### config.mk
export PLATFORM = sky130hd
export DESIGN_NAME = ardc_ctrl
export DESIGN_NICKNAME = d
export VERILOG_FILES = /design/src/design/ardc_pkg.sv /design/src/design/ardc_ctrl.sv
export SDC_FILE = /design/constraint.sdc
export NUM_CORES = 1
export LEC_CHECK = 0
export ABC_AREA = 1
export BUFFER_PORTS_ARGS = -buffer_cell sky130_fd_sc_hd__buf_2
export CAP_MARGIN = 20
export CORE_MARGIN = 2
export CORE_UTILIZATION = 25
export DETAILED_ROUTE_END_ITERATION = 7
export PLACE_DENSITY_LB_ADDON = 0.12
export SLEW_MARGIN = 20
export SYNTH_ARGS = -nofsm -noshare
export SYNTH_HDL_FRONTEND = slang
export SYNTH_SLANG_ARGS = --single-unit
### constraint.sdc
create_clock -name clock -period 1.8 [get_ports clock]
set_clock_uncertainty 0.2 [all_clocks]
set_input_delay 0.09 -clock clock [delete_from_list [all_inputs] [get_ports clock]]
set_output_delay 0.09 -clock clock [all_outputs]
set_load 0.02 [all_outputs]
### src/design/ardc_pkg.sv
// shared types and constants for the audio ring drift corrector
// no dependencies; used by every module of the block
`timescale 1ns / 1ps

package ardc_pkg;

   localparam int RING_BYTES_DEF    = 4096;
   localparam int CHUNK_SAMPLES_DEF = 48;
   localparam int FRAME_BYTES_DEF   = 4;
   localparam int BYTES_PER_OUT     = 2;
   localparam int CFG_W             = 13;
   localparam int FILL_W            = 13;
   localparam int CSR_ADDR_W        = 3;
   localparam int CSR_DATA_W        = 32;

   localparam logic OP_WRITE = 1'b0;
   localparam logic OP_CHUNK = 1'b1;

   localparam logic REG_GOAL_FILL    = 1'b0;
   localparam logic REG_DRIFT_MARGIN = 1'b1;

   localparam logic [CFG_W-1:0] GOAL_FILL_RST    = 13'd2048;
   localparam logic [CFG_W-1:0] DRIFT_MARGIN_RST = 13'd256;

   typedef enum logic [2:0] {
      ST_CLEAR,
      ST_IDLE,
      ST_CORRECT,
      ST_DECIDE,
      ST_STREAM
   } ardc_state_type;

   typedef struct packed {
      logic clear;
      logic wr;
      logic correct;
      logic decide;
      logic issue;
      logic last;
   } ardc_cmd_type;

   typedef struct packed {
      logic clear_done;
      logic out_free;
   } ardc_status_type;

endpackage

### src/design/ardc_ctrl.sv
// controller state machine: clearing pass, write items, chunk setup and sample streaming
// depends on ardc_pkg
`timescale 1ns / 1ps

module ardc_ctrl #(
   parameter int CHUNK_SAMPLES = ardc_pkg::CHUNK_SAMPLES_DEF
) (
   input  logic                      clock,
   input  logic                      reset,
   input  logic                      req_tvalid,
   input  logic                      opcode,
   output logic                      req_tready,
   input  ardc_pkg::ardc_status_type status,
   output ardc_pkg::ardc_cmd_type    cmd
);
   import ardc_pkg::*;

   localparam int SW = (CHUNK_SAMPLES > 1) ? $clog2(CHUNK_SAMPLES) : 1;

   ardc_state_type state_ff, state_in;
   logic [SW-1:0]  count_ff, count_in;
   logic           at_last;

   assign at_last = (count_ff == SW'(CHUNK_SAMPLES - 1));

   // next state
   always_comb begin
      state_in = state_ff;
      count_in = count_ff;
      unique case (state_ff)
         ST_CLEAR: begin
            if (status.clear_done) state_in = ST_IDLE;
         end
         ST_IDLE: begin
            if (req_tvalid && opcode == OP_CHUNK) state_in = ST_CORRECT;
         end
         ST_CORRECT: begin
            state_in = ST_DECIDE;
         end
         ST_DECIDE: begin
            state_in = ST_STREAM;
            count_in = '0;
         end
         ST_STREAM: begin
            if (status.out_free) begin
               if (at_last) begin
                  state_in = ST_IDLE;
                  count_in = '0;
               end else begin
                  count_in = count_ff + SW'(1);
               end
            end
         end
         default: state_in = ST_IDLE;
      endcase
   end

   // outputs
   always_comb begin
      cmd        = '0;
      req_tready = 1'b0;
      unique case (state_ff)
         ST_CLEAR:   cmd.clear = 1'b1;
         ST_IDLE: begin
            req_tready = 1'b1;
            cmd.wr     = req_tvalid & (opcode == OP_WRITE);
         end
         ST_CORRECT: cmd.correct = 1'b1;
         ST_DECIDE:  cmd.decide = 1'b1;
         ST_STREAM: begin
            cmd.issue = status.out_free;
            cmd.last  = at_last;
         end
         default:    cmd = '0;
      endcase
   end

   always_ff @(posedge clock) begin
      if (reset) begin
         state_ff <= ST_CLEAR;
         count_ff <= '0;
      end else begin
         state_ff <= state_in;
         count_ff <= count_in;
      end
   end

endmodule

==> impl_metrics.env <==
export IMPL_finalWirelength_mm=1.15
export IMPL_stdcell_area_sq_um=668
export IMPL_reg2reg_setup_slack_ps=160
export IMPL_clock_path_buffers=2
export IMPL_synth_area_sq_um=534
export IMPL_syn_nets=93
export IMPL_dieArea_sq_um=2520
export IMPL_worstSetupStartpointType="flop"
export IMPL_yosysSeqAreaShare_pct=33.7
export IMPL_grt_pass1_wl_mm=2.07
export IMPL_required_ps=1510
export IMPL_ys_ff_latch=9
export IMPL_area_delta_synth_final_pct=25.1
export IMPL_clock_sinks=9
export IMPL_hold_viol_final=0
export IMPL_n_fill_cell=220
export IMPL_h_tree_depth=1
export IMPL_outcome="complete, no violations"
export IMPL_postSynthCellCount=86
export IMPL_ios=13
export IMPL_max_freq_mhz=600
export IMPL_worst_pin_slew_ps=270
export IMPL_setup_viol=0
export IMPL_cp_arrival_ps=1380
export IMPL_slew_headroom_pct=82.0
export IMPL_die_h_microns=50.2
export IMPL_p_seq_share_pct=33.1
export IMPL_seqCellArea_sq_um=181
export IMPL_drcViolationCount=0
export IMPL_num_vias=559
export IMPL_portBuffers=12
export IMPL_worstHoldPathType="in2reg"
export IMPL_drt_iter0_drc=8
export IMPL_clk_pin_slew_ps=60
export IMPL_initial_core_util_pct=27.0
export IMPL_cts_tree="done"
export IMPL_pwr_share_clk_pct=17.9
export IMPL_dp_hpwl_microns=925
export IMPL_internal_power_uw=454
export IMPL_rows=16
export IMPL_nets=110
export IMPL_synth_distinct_cells=16
export IMPL_numCtsBuffers=3
export IMPL_pre_cts_slack_ps=168
export IMPL_setup_slack_ps=133
export IMPL_postCtsSetupRepairBufs=0
export IMPL_crit_type="reg2out"
export IMPL_core_area_sq_um=1980
export IMPL_yosys_warnings=0
export IMPL_drv_slew=0
export IMPL_min_period_ps=1670
export IMPL_cts_root_buf="clkbuf_4"
export IMPL_ant_nets=0
export IMPL_synth_top_area_share_pct=33.7
export IMPL_clk_latency_ps=250
export IMPL_grt_pass1_vias=519
export IMPL_finalSetupTns_ps=0
export IMPL_first_pass_iters=4
export IMPL_cp_max_fo=3
export IMPL_power_density_nw_per_um2=1290
export IMPL_synth_largest_area_cell="dfxtp_1"
export IMPL_post_route_period_util_pct=92.6
export IMPL_multi_input_area_sq_um=305
export IMPL_grt_max_degree=11
export IMPL_placed_cell_area_sq_um=621
export IMPL_swShare_pct=47.1
export IMPL_endpoint_kind="output port"
export IMPL_power_switching_uw=405
export IMPL_combPwrFrac_pct=49.1
export IMPL_rsz0062_at_grt="no"
export IMPL_antenna_found_initial=0
export IMPL_gp_routability_congestion=0.769
export IMPL_wl_per_cell_microns=8.88
export IMPL_final_cells=129
export IMPL_grt_usage_pct=10.7
export IMPL_irDropWorstVdd_mv=0.611
export IMPL_maxCapViolCount=0
export IMPL_drive_gt1_share_pct=26.5
export IMPL_cellLeakagePower_uw=0.000321
export IMPL_fp_dieW_microns=50.2
export IMPL_grt_remaining_overflow=0
export IMPL_antenna_cells=0
export IMPL_synth_area_leaders="dfxtp_1 (34%), nand2_1 (15%), nor2_1 (11%)"
export IMPL_syn_mean_instance_area_sq_um=6.21
export IMPL_dp_cells=124
export IMPL_via_per_inst=4.33
[metal layers]
layer	track usage (%)	wire length (microns)
met1	14.7	593
met2	15.1	500
met3	1.79	42
met4	6.94	9
met5	0	0
[final timing paths]
| path | endpoint | startpoint | depth (start not counted) |
|---|---|---|---|
| hold reg to reg | count_ff[3] | count_ff[3] | 2 |
| hold / removal | state_ff[2] | req_tvalid | 5 |
| setup reg to reg | state_ff[1] | count_ff[1] | 9 |
| setup / recovery | cmd[0] | count_ff[1] | 6 |
[critical path, stage by stage (launching register included)]
cell,delay (ps)
dfxtp_1,370
ha_1,190
nand2_1,80
nor2_2,130
nand2_1,100
nor3_2,100
buf_4,160
[cells in the mapped netlist]
| master | n |
|---|---|
| nand2_1 | 22 |
| nor3_2 | 2 |
| o21ai_0 | 1 |
| nand4_1 | 2 |
| inv_1 | 10 |
| dfxtp_1 | 9 |
| nor2_1 | 16 |
| nor3_1 | 2 |
| nand3_1 | 8 |
| a21oi_1 | 5 |
| nor2_2 | 2 |
| ha_1 | 1 |
| buf_4 | 1 |
| inv_2 | 3 |
| nand2_4 | 1 |
| nand2_2 | 1 |
[timing repair]
item | CTS | global route
hold buffers | 1 | 0
resized for setup | 0 | 4
endpoints found under the hold margin | 5 | 0
endpoints found under the setup margin | 0 | 2
[through the flow]
| step | total power, uW | utilization (%) | hold slack, ps |
|---|---|---|---|
| after floorplan | 599 | - | -40.9 |
| after global placement | 710 | 31.3 | 89.6 |
| after detailed placement | 703 | 31.3 | 87.6 |
| after CTS | 863 | 33.1 | 18.9 |
| after global routing | 946 | 33.7 | 44.7 |
| final | 859 | 33.7 | 23.4 |
[registers in the layout (all words and copies together), names as in the netlist]
register  count
state_ff      3
count_ff      6
[power groups by stage]
| stage | logic, uW | clock network, uW | registers, uW |
|---|---|---|---|
| 6_report | 422 | 153 | 284 |
| 3_5_place_dp | 417 | 0 | 286 |
| 2_1_floorplan | 323 | 0 | 276 |
| 4_1_cts | 421 | 160 | 282 |
| 5_1_grt | 478 | 175 | 292 |
| 3_3_place_gp | 424 | 0 | 286 |
[layout make-up]
| type | instances | share of cell area [%] |
|---|---|---|
| Tap cell | 27 | 5.06 |
| Timing Repair Buffer | 13 | 10.9 |
| Sequential cell | 9 | 27.2 |
| Clock buffer | 4 | 3.93 |
| Inverter | 13 | 7.30 |
| Multi-Input combinational cell | 63 | 45.7 |
[placed cells by master, fill, tap and decap left out, types with 2 or more instances in the layout]
cell / instances
nand2_1: 22
nor2_1: 15
buf_2: 11
inv_1: 10
nand3_1: 8
dfxtp_1: 8
a21oi_1: 5
inv_2: 3
nor3_2: 3
nor2_2: 3
clkbuf_4: 3
nand4_1: 2
[kinds of logic after synthesis]
family,count (synthesis),synth area share [%]
AO/OA/AOI/OAI,6,5.62
flip-flops,9,33.7
AND/OR/NAND/NOR,56,47.8
adder cells (fa/ha/maj),1,2.34
buffers and inverters,14,10.5
Power figures use the tool's default switching activity.
