<file path="src/design/ardc_pkg.sv">
// shared types and constants for the audio ring drift corrector
// no dependencies; used by every module of the block
`timescale 1ns / 1ps

package ardc_pkg;

   localparam int RING_BYTES_DEF    = 4096;
   localparam int CHUNK_SAMPLES_DEF = 48;
   localparam int FRAME_BYTES_DEF   = 4;
   localparam int BYTES_PER_OUT     = 2;
   localparam int CFG_W             = 13;
   localparam int FILL_W            = 13;
   localparam int CSR_ADDR_W        = 3;
   localparam int CSR_DATA_W        = 32;

   localparam logic OP_WRITE = 1'b0;
   localparam logic OP_CHUNK = 1'b1;

   localparam logic REG_GOAL_FILL    = 1'b0;
   localparam logic REG_DRIFT_MARGIN = 1'b1;

   localparam logic [CFG_W-1:0] GOAL_FILL_RST    = 13'd2048;
   localparam logic [CFG_W-1:0] DRIFT_MARGIN_RST = 13'd256;

   typedef enum logic [2:0] {
      ST_CLEAR,
      ST_IDLE,
      ST_CORRECT,
      ST_DECIDE,
      ST_STREAM
   } ardc_state_type;

   typedef struct packed {
      logic clear;
      logic wr;
      logic correct;
      logic decide;
      logic issue;
      logic last;
   } ardc_cmd_type;

   typedef struct packed {
      logic clear_done;
      logic out_free;
   } ardc_status_type;

endpackage

</file>
<file path="src/design/ardc_csr.sv">
// configuration registers: target level and drift threshold behind an apb-style port
// depends on ardc_pkg
`timescale 1ns / 1ps

module ardc_csr (
   input  logic                               clock,
   input  logic                               reset,
   input  logic                               csr_psel,
   input  logic                               csr_penable,
   input  logic                               csr_pwrite,
   input  logic [ardc_pkg::CSR_ADDR_W-1:0]    csr_paddr,
   input  logic [ardc_pkg::CSR_DATA_W-1:0]    csr_pwdata,
   output logic [ardc_pkg::CSR_DATA_W-1:0]    csr_prdata,
   output logic                               csr_pready,
   output logic [ardc_pkg::CFG_W-1:0]         goal_fill,
   output logic [ardc_pkg::CFG_W-1:0]         drift_margin
);
   import ardc_pkg::*;

   logic [CFG_W-1:0] target_ff, target_in;
   logic [CFG_W-1:0] thresh_ff, thresh_in;
   logic             wr_en;
   logic [CFG_W-1:0] rd_val;

   assign csr_pready = 1'b1;
   assign wr_en = csr_psel & csr_penable & csr_pwrite & csr_pready;

   always_comb begin
      target_in = target_ff;
      thresh_in = thresh_ff;
      if (wr_en) begin
         unique case (csr_paddr[2])
            REG_GOAL_FILL:    target_in = csr_pwdata[CFG_W-1:0];
            REG_DRIFT_MARGIN: thresh_in = csr_pwdata[CFG_W-1:0];
            default:          target_in = target_ff;
         endcase
      end
   end

   always_comb begin
      unique case (csr_paddr[2])
         REG_GOAL_FILL:    rd_val = target_ff;
         REG_DRIFT_MARGIN: rd_val = thresh_ff;
         default:          rd_val = '0;
      endcase
   end

   assign csr_prdata = CSR_DATA_W'(rd_val);

   always_ff @(posedge clock) begin
      if (reset) begin
         target_ff <= GOAL_FILL_RST;
         thresh_ff <= DRIFT_MARGIN_RST;
      end else begin
         target_ff <= target_in;
         thresh_ff <= thresh_in;
      end
   end

   assign goal_fill    = target_ff;
   assign drift_margin = thresh_ff;

endmodule

</file>
<file path="config.mk">
export PLATFORM = sky130hd
export DESIGN_NAME = ardc_csr
export DESIGN_NICKNAME = d
export VERILOG_FILES = /design/src/design/ardc_pkg.sv /design/src/design/ardc_csr.sv
export SDC_FILE = /design/constraint.sdc
export NUM_CORES = 1
export LEC_CHECK = 0
export ABC_AREA = 1
export BUFFER_PORTS_ARGS = -buffer_cell sky130_fd_sc_hd__buf_2
export CORE_AREA = 2 2 60 62
export CTS_CLUSTER_DIAMETER = 80
export DETAILED_ROUTE_END_ITERATION = 8
export DIE_AREA = 0 0 62 64
export PLACE_DENSITY = 0.83
export SYNTH_ARGS = -nofsm -noshare
export SYNTH_HDL_FRONTEND = slang
export SYNTH_SLANG_ARGS = --single-unit
</file>
<file path="constraint.sdc">
create_clock -name clock -period 2.2 [get_ports clock]
set_input_delay 0.11 -clock clock [delete_from_list [all_inputs] [get_ports clock]]
set_output_delay 0.11 -clock clock [all_outputs]
set_load 0.02 [all_outputs]
</file>
==> flow_metrics.py, run 1 <==
metrics = {
    "run_status": {
        "status": "complete, no violations",
    },
    "sta": {
        "fmax_mhz": 771,
        "unrepaired_setup_endpoints_after_global_routing": "false",
        "hold_viol": 0,
        "period_needed_ns": 1.30,
        "endpoints_failing_setup": 0,
        "fin_crit_sh": 0.589,
        "report.final.slew_viol_count": 0,
        "timing_worst_slew_pin_value_ns": 0.721,
        "tns_ns": 0,
        "timing.max_slew.rel_slack": 0.516,
        "final.setup_skew_ns": 0,
    },
    "cts": {
        "cts_root_buffer": "sky130_fd_sc_hd__clkbuf_4",
        "cts.clk_slew.worst_paths_ns": 0.14,
        "tritoncts_clock_tree": "built",
        "hold_buffers": 0,
        "htreeDepth": 1,
        "clock_tree.buffer_depth": 2,
        "post_cts.resized_instances": 0,
        "numCtsBuffers": 3,
        "worstSkewPairLatency_ns": 0.31,
        "post-cts-setup-buffers": 0,
        "cts.sinks": 26,
    },
    "power": {
        "seq_power_share": 0.560,
        "p_per_area_nw_per_um2": 545,
        "power.switching_fraction": 0.319,
        "netSwitchingPower_mw": 0.285,
        "combinationalPowerShare": 0.220,
        "peakVddDrop_v": 0.000303,
        "leakagePower_nw": 0.931,
        "pwr-share-clk": 0.220,
        "cellInternalPower_mw": 0.606,
        "design_power_total_mw": 0.891,
    },
    "drt": {
        "met2_wl_um": 1550,
        "detail_route.vias_per_cell": 4.41,
        "drt_first_pass_iters": 4,
        "routed.top_layer": "met4",
        "antenna_left": 0,
        "drt_drc_violations_left": 0,
        "wl_per_cell_um": 9.61,
        "detail_route.wirelength.met1_um": 1260,
        "detail_route.wirelength_um": 3020,
        "vias": 1384,
        "met3_wirelength_um": 184,
        "drt-initial-drc-count": 58,
    },
    "flow_run": {
        "max_cap_violations": 0,
    },
    "cells_and_area": {
        "most_frequent_standard_cell_in_the_layout_excluding_fill_and_tap_cells": "sky130_fd_sc_hd__nand2_1",
        "drive_gt1_frac": 0.243,
        "antenna-diode-count": 0,
        "syn_to_final_growth_pct": 14.4,
        "final_net_count": 310,
        "final_cell_count_no_fill": 314,
        "mostFrequentLayoutCells": "sky130_fd_sc_hd__nand2_1, sky130_fd_sc_hd__buf_2, sky130_fd_sc_hd__nor2_1",
    },
    "placement": {
        "portBuffers": 57,
        "gp_congestion": 0.730,
        "dp_hpwl_um": 2060,
        "placed_cells_incl_taps": 311,
    },
    "setup_path": {
        "worst_ep_required_time_ns": 2.09,
        "crit_path_start_kind": "input pin",
        "crit_path_max_fanout": 28,
        "setup_cp_type": "input pin to output pin",
        "timing.critical_path.to_type": "output pin",
        "critPathArrivalTime_ns": 1.19,
    },
    "floorplan": {
        "initial_core_util": 0.435,
        "core-area_sq_um": 3280,
        "die_height_um": 64,
        "floorplan.die.width_um": 62,
        "die-area_sq_um": 3970,
        "floorplan.io_pins": 99,
        "placementRows": 21,
    },
    "yosys": {
        "share_of_synthesized_area_occupied_by_flip_flops_and_latches": 0.364,
        "post_synth_num_cell_types": 15,
        "post_synth.cell_area_avg_sq_um": 6.47,
        "ys_seq_elements": 26,
        "synthesis.area_sq_um": 1430,
        "yosysWarningCount": 0,
        "gate_count_post_synth": 221,
    },
    "grt": {
        "vias_in_the_first_global_route": 1111,
        "grt_first_pass_wirelength_um": 4740,
        "antenna_found_initial": 0,
        "gr-usage-all-layers": 0.154,
        "grt_max_degree": 29,
        "grt_overflow_total": 0,
    },
    "min_path": {
        "hp-class": "input pin to flip-flop",
    },
}
==> per-stage QoR <==
stage	instance area (sq um)	hold WS (ns)	util	worst slack, ns
CTS	1640	0.0163	0.498	0.906
global placement	1610	0.337	0.491	0.705
global route	1640	0.00326	0.498	0.831
detailed placement	1610	0.350	0.491	0.712
floorplan	1500	0.236	-	1.38
finish	1640	0.0179	0.498	0.903
==> cell type report <==
type / count / area [sq um]
Inverter: 16 / 62.6
Tap cell: 46 / 57.6
Fill cell: 375 / 1650
Clock buffer: 3 / 22.5
Multi-Input combinational cell: 166 / 687
Sequential cell: 26 / 520
Timing Repair Buffer: 57 / 285
==> state kept, by name (all words and copies together) (netlist names) <==
register	flops
drift_margin	13
goal_fill	13
==> final timing paths <==
| path | startpoint | endpoint | slack (ns) | depth (start not counted) |
|---|---|---|---|---|
| setup / recovery | csr_paddr[2] | csr_prdata[11] | 0.90 | 5 |
| hold / removal | csr_pwdata[8] | drift_margin[8] | 0.02 | 3 |
| setup reg to reg | drift_margin[8] | drift_margin[8] | 1.59 | 2 |
| hold reg to reg | goal_fill[11] | goal_fill[11] | 0.50 | 2 |
==> power by group through the flow <==
stage	combinational [mW]	clock, mW	sequential, mW
finish	0.196	0.196	0.499
floorplan	0.153	0	0.529
global placement	0.194	0	0.509
detailed placement	0.197	0	0.509
CTS	0.197	0.197	0.499
global route	0.218	0.219	0.501
==> Yosys cell counts <==
master / count / area (sq um)
sky130_fd_sc_hd__nor2_4: 3 / 33.8
sky130_fd_sc_hd__o21ai_0: 2 / 10.0
sky130_fd_sc_hd__nand3_1: 26 / 130
sky130_fd_sc_hd__conb_1: 2 / 7.51
sky130_fd_sc_hd__buf_2: 4 / 20.0
sky130_fd_sc_hd__dfxtp_1: 26 / 521
sky130_fd_sc_hd__nand2_1: 66 / 248
sky130_fd_sc_hd__nor2_1: 48 / 180
sky130_fd_sc_hd__inv_4: 1 / 6.26
sky130_fd_sc_hd__clkbuf_1: 2 / 7.51
sky130_fd_sc_hd__inv_1: 14 / 52.6
sky130_fd_sc_hd__buf_6: 3 / 33.8
sky130_fd_sc_hd__nand3_2: 1 / 10.0
sky130_fd_sc_hd__clkinv_1: 1 / 3.75
sky130_fd_sc_hd__buf_4: 22 / 165
==> worst max-delay path: stages <==
cell and delay, ns:
sky130_fd_sc_hd__buf_2 0.46, sky130_fd_sc_hd__inv_4 0.26, sky130_fd_sc_hd__nand2_1 0.14, sky130_fd_sc_hd__nand2_1 0.05, sky130_fd_sc_hd__buf_2 0.15
==> kinds of logic (layout without fill, tap and decap cells) <==
logic type / Yosys count / after routing / synth area share
compound gates: 2 / 2 / 0.00701
buf+inv: 47 / 76 / 0.202
flops: 26 / 26 / 0.364
other cells: 2 / 20 / 0.00526
simple gates: 144 / 144 / 0.421
==> layer usage <==
layer,GRT usage,vias up
met4,0.0479,0
met5,0,-
li1,-,723
met1,0.186,613
met2,0.268,46
met3,0.0243,2
(Power assumes the default switching activity.)
==> run 2, diff against run 1 <==
- CORE_AREA: 2 2 60 62 -> 2 2 63 65
- DIE_AREA: 0 0 62 64 -> 0 0 65 67
- PLACE_DENSITY: 0.83 -> 0.76
- clock period: 2.2 -> 1.3 ns (I/O delays scaled with it)
==> run 2 against run 1 <==
Non-clock buffer count is 3 higher. Sequential power increased by 69%. Via count shrank 0.36%. Critical path depth down 2. Critical endpoint is now csr_prdata[0]. Largest power group unchanged. Highest routed layer unchanged.
==> flow_metrics.py, run 2 (synthesis results as in run 1) <==
metrics = {
    "placement": {
        "detailed_place.area_sq_um": 1640,
        "gp_congestion": 0.681,
        "portBuffers": 57,
        "dp_hpwl_um": 2180,
    },
    "setup_path": {
        "slowest_cell_on_the_critical_path": "sky130_fd_sc_hd__dfxtp_1",
        "timing.critical_path.depth": 3,
        "crit_path_max_fanout": 3,
        "cp_slowest_stage_delay_ns": 0.37,
        "worstPathBufferInverterCount": 1,
        "cp_cell_sequence": "nand2_1 > nand2_1 > buf_2",
        "critPathArrivalTime_ns": 0.91,
        "crit_path_start_kind": "flip-flop",
        "timing.critical_path.to_type": "output pin",
        "cp_common_cell": "sky130_fd_sc_hd__nand2_1",
        "worst_path_dominant_cell_family": "flip-flops",
        "reg2regPathDepth": 2,
        "setup_cp_type": "flip-flop to output pin",
        "worst_ep_required_time_ns": 1.24,
    },
    "cells_and_area": {
        "antenna-diode-count": 0,
        "final_net_count": 313,
        "syn_to_final_growth_pct": 19.6,
        "mostFrequentLayoutCells": "sky130_fd_sc_hd__nand2_1, sky130_fd_sc_hd__buf_2, sky130_fd_sc_hd__nor2_1",
        "drive_gt1_frac": 0.254,
        "layout.cell_area.non_filler_sq_um": 1710,
        "most_frequent_standard_cell_in_the_layout_excluding_fill_and_tap_cells": "sky130_fd_sc_hd__nand2_1",
    },
    "grt": {
        "gr-usage-all-layers": 0.149,
        "vias_in_the_first_global_route": 1138,
        "groute.layer.met3.usage": 0.0304,
        "antenna_found_initial": 0,
        "grt_util_met2": 0.281,
        "grt_util_met1": 0.167,
        "busiest_layer": "met2",
        "grt_first_pass_wirelength_um": 5000,
        "grt_max_degree": 28,
        "grt_overflow_total": 0,
    },
    "power": {
        "seq_power_share": 0.456,
        "power.switching_fraction": 0.279,
        "netSwitchingPower_mw": 0.516,
        "pwr-share-clk": 0.362,
        "leakagePower_nw": 0.968,
        "p_per_area_nw_per_um2": 1080,
        "peakVddDrop_v": 0.000524,
        "combinationalPowerShare": 0.182,
        "cellInternalPower_mw": 1.33,
    },
    "sta": {
        "hold_viol": 0,
        "unrepaired_setup_endpoints_after_global_routing": "false",
        "endpoints_failing_setup": 0,
        "tns_ns": 0,
        "fmax_mhz": 1020,
        "fin_crit_sh": 0.753,
        "report.final.slew_viol_count": 0,
        "final.setup_skew_ns": 0,
        "timing.max_slew.rel_slack": 0.521,
        "period_needed_ns": 0.979,
        "timing_worst_slew_pin_value_ns": 0.715,
    },
    "drt": {
        "drt-initial-drc-count": 56,
        "detail_route.wirelength_um": 3110,
        "drt_first_pass_iters": 4,
        "drt_drc_violations_left": 0,
        "vias": 1379,
        "detail_route.vias_per_cell": 4.31,
        "wl_per_cell_um": 9.73,
        "antenna_left": 0,
    },
    "cts": {
        "clock_tree.buffer_depth": 2,
        "post_cts.resized_instances": 0,
        "post-cts-setup-buffers": 0,
        "hold_buffers": 0,
        "numCtsBuffers": 3,
        "htreeDepth": 1,
        "cts_root_buffer": "sky130_fd_sc_hd__clkbuf_8",
        "tritoncts_clock_tree": "built",
        "cts.clk_slew.worst_paths_ns": 0.09,
        "cts.sinks": 26,
        "worstSkewPairLatency_ns": 0.27,
    },
    "floorplan": {
        "floorplan.die.width_um": 65,
        "core-area_sq_um": 3610,
        "initial_core_util": 0.396,
        "die-area_sq_um": 4360,
        "floorplan.io_pins": 99,
        "placementRows": 22,
        "die_height_um": 67,
    },
    "run_status": {
        "status": "complete, no violations",
    },
    "min_path": {
        "hold_path_depth": 3,
        "hp-class": "input pin to flip-flop",
    },
    "flow_run": {
        "max_cap_violations": 0,
    },
}
## run 2: cell types whose count changed in the layout (fill, tap and decap cells not counted), sizes merged
cell    previous run  this run
buf               57        60
bufinv             0         1
## run 2: final cells by class
| type | count | area (sq um) |
|---|---|---|
| clock inverter | 1 | 30.0 |
| timing repair buffer | 60 | 308 |
| tap | 48 | 60.1 |
| sequential | 26 | 520 |
| inverter | 16 | 62.6 |
| clock buffer | 3 | 41.3 |
| multi-input combinational | 166 | 687 |
| fill | 401 | 1900 |
## run 2: routing by layer
layer | vias to the layer above | wire [um] | share of wire
met5 | - | 0 | 0
met4 | 0 | 28 | 0.0090
met3 | 4 | 196 | 0.063
met2 | 43 | 1450 | 0.47
met1 | 605 | 1440 | 0.46
li1 | 727 | - | -
## run 2: final timing paths
check | startpoint | to | slack (ns)
max | drift_margin[0] | csr_prdata[0] | 0.32
min | csr_pwdata[11] | goal_fill[11] | 0.03
max reg2reg | drift_margin[8] | drift_margin[8] | 0.67
min reg2reg | goal_fill[1] | goal_fill[1] | 0.50
## run 2: worst register-to-register path, cell delays in order, from the launching register on
cell and delay (ns):
sky130_fd_sc_hd__dfxtp_1 0.34, sky130_fd_sc_hd__o21ai_0 0.07, sky130_fd_sc_hd__nand3_1 0.09
## run 2: metrics by stage
| stage | std cells | hold WS, ns | total power, mW | utilization | setup slack, ns |
|---|---|---|---|---|---|
| final | 320 | 0.0274 | 1.85 | 0.474 | 0.321 |
| after global routing | 320 | 0.0465 | 1.96 | 0.474 | 0.247 |
| after CTS | 320 | 0.0244 | 1.88 | 0.474 | 0.307 |
| after detailed placement | 316 | 0.311 | 1.20 | 0.454 | 0.161 |
| after global placement | 316 | 0.293 | 1.20 | 0.454 | 0.201 |
| after floorplan | 239 | 0.191 | 1.15 | - | 0.555 |
## run 2: power groups by stage
| stage | registers (mW) | clock network (mW) | logic [mW] |
|---|---|---|---|
| after floorplan | 0.895 | 0 | 0.259 |
| after global placement | 0.861 | 0 | 0.335 |
| after detailed placement | 0.862 | 0 | 0.339 |
| after CTS | 0.844 | 0.694 | 0.339 |
| after global routing | 0.848 | 0.735 | 0.374 |
| final | 0.843 | 0.670 | 0.337 |
==> run 3, diff against run 2 <==
- ABC_AREA: 1 -> 0
- CORE_AREA: 2 2 63 65 -> 2 2 66 68
- DIE_AREA: 0 0 65 67 -> 0 0 68 70
- PLACE_DENSITY: 0.76 -> 0.73
- clock period: 1.3 -> 0.9 ns (I/O delays scaled with it)
==> run 3 against run 2 <==
The flow now finishes with violations (negative setup slack). Power is 28% higher. Count of clock-buffer cells in the layout is the same. Synthesized cell count fell by 37%. Routed wire length rose by 12%. Critical path depth decreased by 1. Utilization grew 8.6 points. Non-clock buffer count up 28. Die area rose by 9.3%. Area after synthesis decreased by 0.35%. Sequential power increased by 42%. Clock skew unchanged. Clock power fell by 3.3%.
==> flow_metrics.py, run 3 <==
metrics = {
    "yosys": {
        "edff_count_synth": 0,
        "synth_simple_gate_area_frac": 0.201,
        "post_synth.cell_area_avg_sq_um": 10.2,
        "post_synth_main_area_contributors": "sky130_fd_sc_hd__dfxtp_1, sky130_fd_sc_hd__mux2i_1, sky130_fd_sc_hd__nand2b_1",
        "synth_compound_gate_area_share": 0,
        "synth_async_sr_flop_share": 0,
        "synth_top_family_by_area": "multiplexers",
        "xor_and_xnor_fraction_of_the_mapped_netlist_area": 0,
        "multiplexer_fraction_of_the_synthesized_cell_area": 0.286,
        "ys_seq_elements": 26,
        "yosysTopAreaCell": "sky130_fd_sc_hd__dfxtp_1",
        "synthesis.area_sq_um": 1420,
        "post_synth_num_cell_types": 13,
        "yosysWarningCount": 0,
        "netlist_top_cells_count": "sky130_fd_sc_hd__nand2b_1, sky130_fd_sc_hd__dfxtp_1, sky130_fd_sc_hd__mux2i_1",
        "yosys.cell_count.top_type": "sky130_fd_sc_hd__nand2b_1",
        "post-synth-top-area-fraction": 0.366,
        "gate_count_post_synth": 140,
        "synthFlopType": "sky130_fd_sc_hd__dfxtp_1",
        "synth_adder_area_share": 0,
        "share_of_synthesized_area_occupied_by_flip_flops_and_latches": 0.366,
    },
    "cells_and_area": {
        "final_net_count": 263,
        "num-fill-cells": 384,
        "drive_gt1_frac": 0.593,
        "mostFrequentLayoutCells": "sky130_fd_sc_hd__buf_6, sky130_fd_sc_hd__nand2b_1, sky130_fd_sc_hd__mux2i_1, sky130_fd_sc_hd__dfxtp_2, sky130_fd_sc_hd__buf_2",
        "most_frequent_standard_cell_in_the_layout_excluding_fill_and_tap_cells": "sky130_fd_sc_hd__buf_6",
        "final_cell_count_no_fill": 273,
        "antenna-diode-count": 0,
        "layout.cell_area.non_filler_sq_um": 2320,
        "syn_to_final_growth_pct": 63.0,
    },
    "cts": {
        "htreeDepth": 1,
        "clock_tree.buffer_depth": 2,
        "numCtsBuffers": 3,
        "hold_buffers": 0,
        "cts.clk_slew.worst_paths_ns": 0.09,
        "tritoncts_clock_tree": "built",
        "cts.sinks": 26,
        "cts_root_buffer": "sky130_fd_sc_hd__clkbuf_8",
        "worstSkewPairLatency_ns": 0.26,
    },
    "grt": {
        "gr-usage-all-layers": 0.150,
        "grt_overflow_total": 0,
        "vias_in_the_first_global_route": 1144,
        "antenna_found_initial": 0,
        "grt_first_pass_wirelength_um": 5400,
        "grt_max_degree": 42,
    },
    "min_path": {
        "hp-class": "input pin to flip-flop",
        "hold_path_depth": 3,
    },
    "setup_path": {
        "reg2regPathDepth": 4,
        "setup_cp_type": "flip-flop to output pin",
        "worst_ep_required_time_ns": 0.85,
        "crit_path_max_fanout": 2,
        "slowest_cell_on_the_critical_path": "sky130_fd_sc_hd__dfxtp_2",
        "timing.critical_path.to_type": "output pin",
        "cp_slowest_stage_delay_ns": 0.34,
        "cp_cell_sequence": "mux2_4 > buf_6",
        "crit_path_start_kind": "flip-flop",
        "critPathArrivalTime_ns": 1.00,
    },
    "sta": {
        "fmax_mhz": 953,
        "report.final.slew_viol_count": 0,
        "timing.max_slew.rel_slack": 0.647,
        "final.setup_skew_ns": 0,
        "unrepaired_setup_endpoints_after_global_routing": "true",
        "hold_viol": 0,
        "fin_crit_sh": 1.17,
        "timing_worst_slew_pin_value_ns": 0.530,
        "period_needed_ns": 1.05,
        "postLayoutSetupSlackWorst_ns": -0.149,
        "tns_ns": -1.94,
        "endpoints_failing_setup": 15,
    },
    "drt": {
        "drt_drc_violations_left": 0,
        "antenna_left": 0,
        "drt_first_pass_iters": 4,
        "detail_route.vias_per_cell": 4.32,
        "vias": 1178,
        "wl_per_cell_um": 12.8,
        "drt-initial-drc-count": 20,
        "detail_route.wirelength_um": 3490,
    },
    "power": {
        "design_power_total_mw": 2.38,
        "seq_power_share": 0.504,
        "combinationalPowerShare": 0.223,
        "peakVddDrop_v": 0.000491,
        "cellInternalPower_mw": 1.73,
        "netSwitchingPower_mw": 0.641,
        "power.switching_fraction": 0.270,
        "p_per_area_nw_per_um2": 1020,
        "leakagePower_nw": 1.13,
        "pwr-share-clk": 0.273,
    },
    "floorplan": {
        "floorplan.die.width_um": 68,
        "core-area_sq_um": 4140,
        "die-area_sq_um": 4760,
        "placementRows": 24,
        "initial_core_util": 0.344,
        "floorplan.io_pins": 99,
        "die_height_um": 70,
    },
    "run_status": {
        "status": "complete, but fails checks",
        "violations": "negative setup slack",
    },
    "placement": {
        "portBuffers": 57,
        "dp_hpwl_um": 2150,
        "gp_congestion": 0.649,
        "placed_cells_incl_taps": 245,
        "detailed_place.area_sq_um": 1720,
    },
    "flow_run": {
        "max_cap_violations": 0,
    },
}
[run 3: kinds of logic (layout without fill, tap and decap cells)]
group,after synthesis,count (layout)
and+or+nand+nor,45,45
muxes,39,39
buffers and inverters,28,91
DFF,26,26
other,2,20
[run 3: power by group through the flow]
stage               Clock (mW)  Sequential [mW]  Combinational, mW
floorplan                    0             1.25              0.312
global placement             0             1.22              0.402
detailed placement           0             1.22              0.406
CTS                      0.671             1.19              0.513
global route             0.735             1.20              0.564
finish                   0.648             1.20              0.530
[run 3: timing repair]
item,4_1_cts,5_1_grt
gates resized for setup,108,21
setup buffers,22,5
setup endpoints to repair,13,35
[run 3: final timing paths]
check                      from       endpoint  slack, ns
setup / recovery   goal_fill[9]  csr_prdata[9]      -0.15
hold / removal    csr_pwdata[8]   goal_fill[8]       0.05
setup reg to reg   goal_fill[9]   goal_fill[9]       0.11
hold reg to reg   goal_fill[10]  goal_fill[10]       0.49
[run 3: layer usage]
metal | wire, um | track usage | up-vias
met5 | 0 | 0 | -
met4 | 18 | 0.0400 | 0
met3 | 213 | 0.0338 | 2
met2 | 1820 | 0.261 | 44
met1 | 1430 | 0.180 | 546
li1 | - | - | 586
[run 3: layout make-up]
cell class | count | area (sq um) | share of cell area
clock buffer | 3 | 41.3 | 0.0178
multi-input combinational | 104 | 810 | 0.349
sequential | 26 | 553 | 0.238
tap | 52 | 65.1 | 0.0280
timing repair buffer | 88 | 852 | 0.367
[run 3: through the flow]
stage          hold slack [ns]  setup slack (ns)  utilization
6_report                0.0455            -0.149        0.560
4_1_cts                 0.0376            -0.147        0.537
3_3_place_gp             0.327           -0.0230        0.415
3_5_place_dp             0.325           -0.0580        0.415
5_1_grt                 0.0439            -0.182        0.560
2_1_floorplan            0.200             0.117            -
[run 3: critical path, delay by kind of cell, from the launching register on]
kind,cells,cell delay [ns]
buf+inv,1,0.13
mux,1,0.27
flops,1,0.34
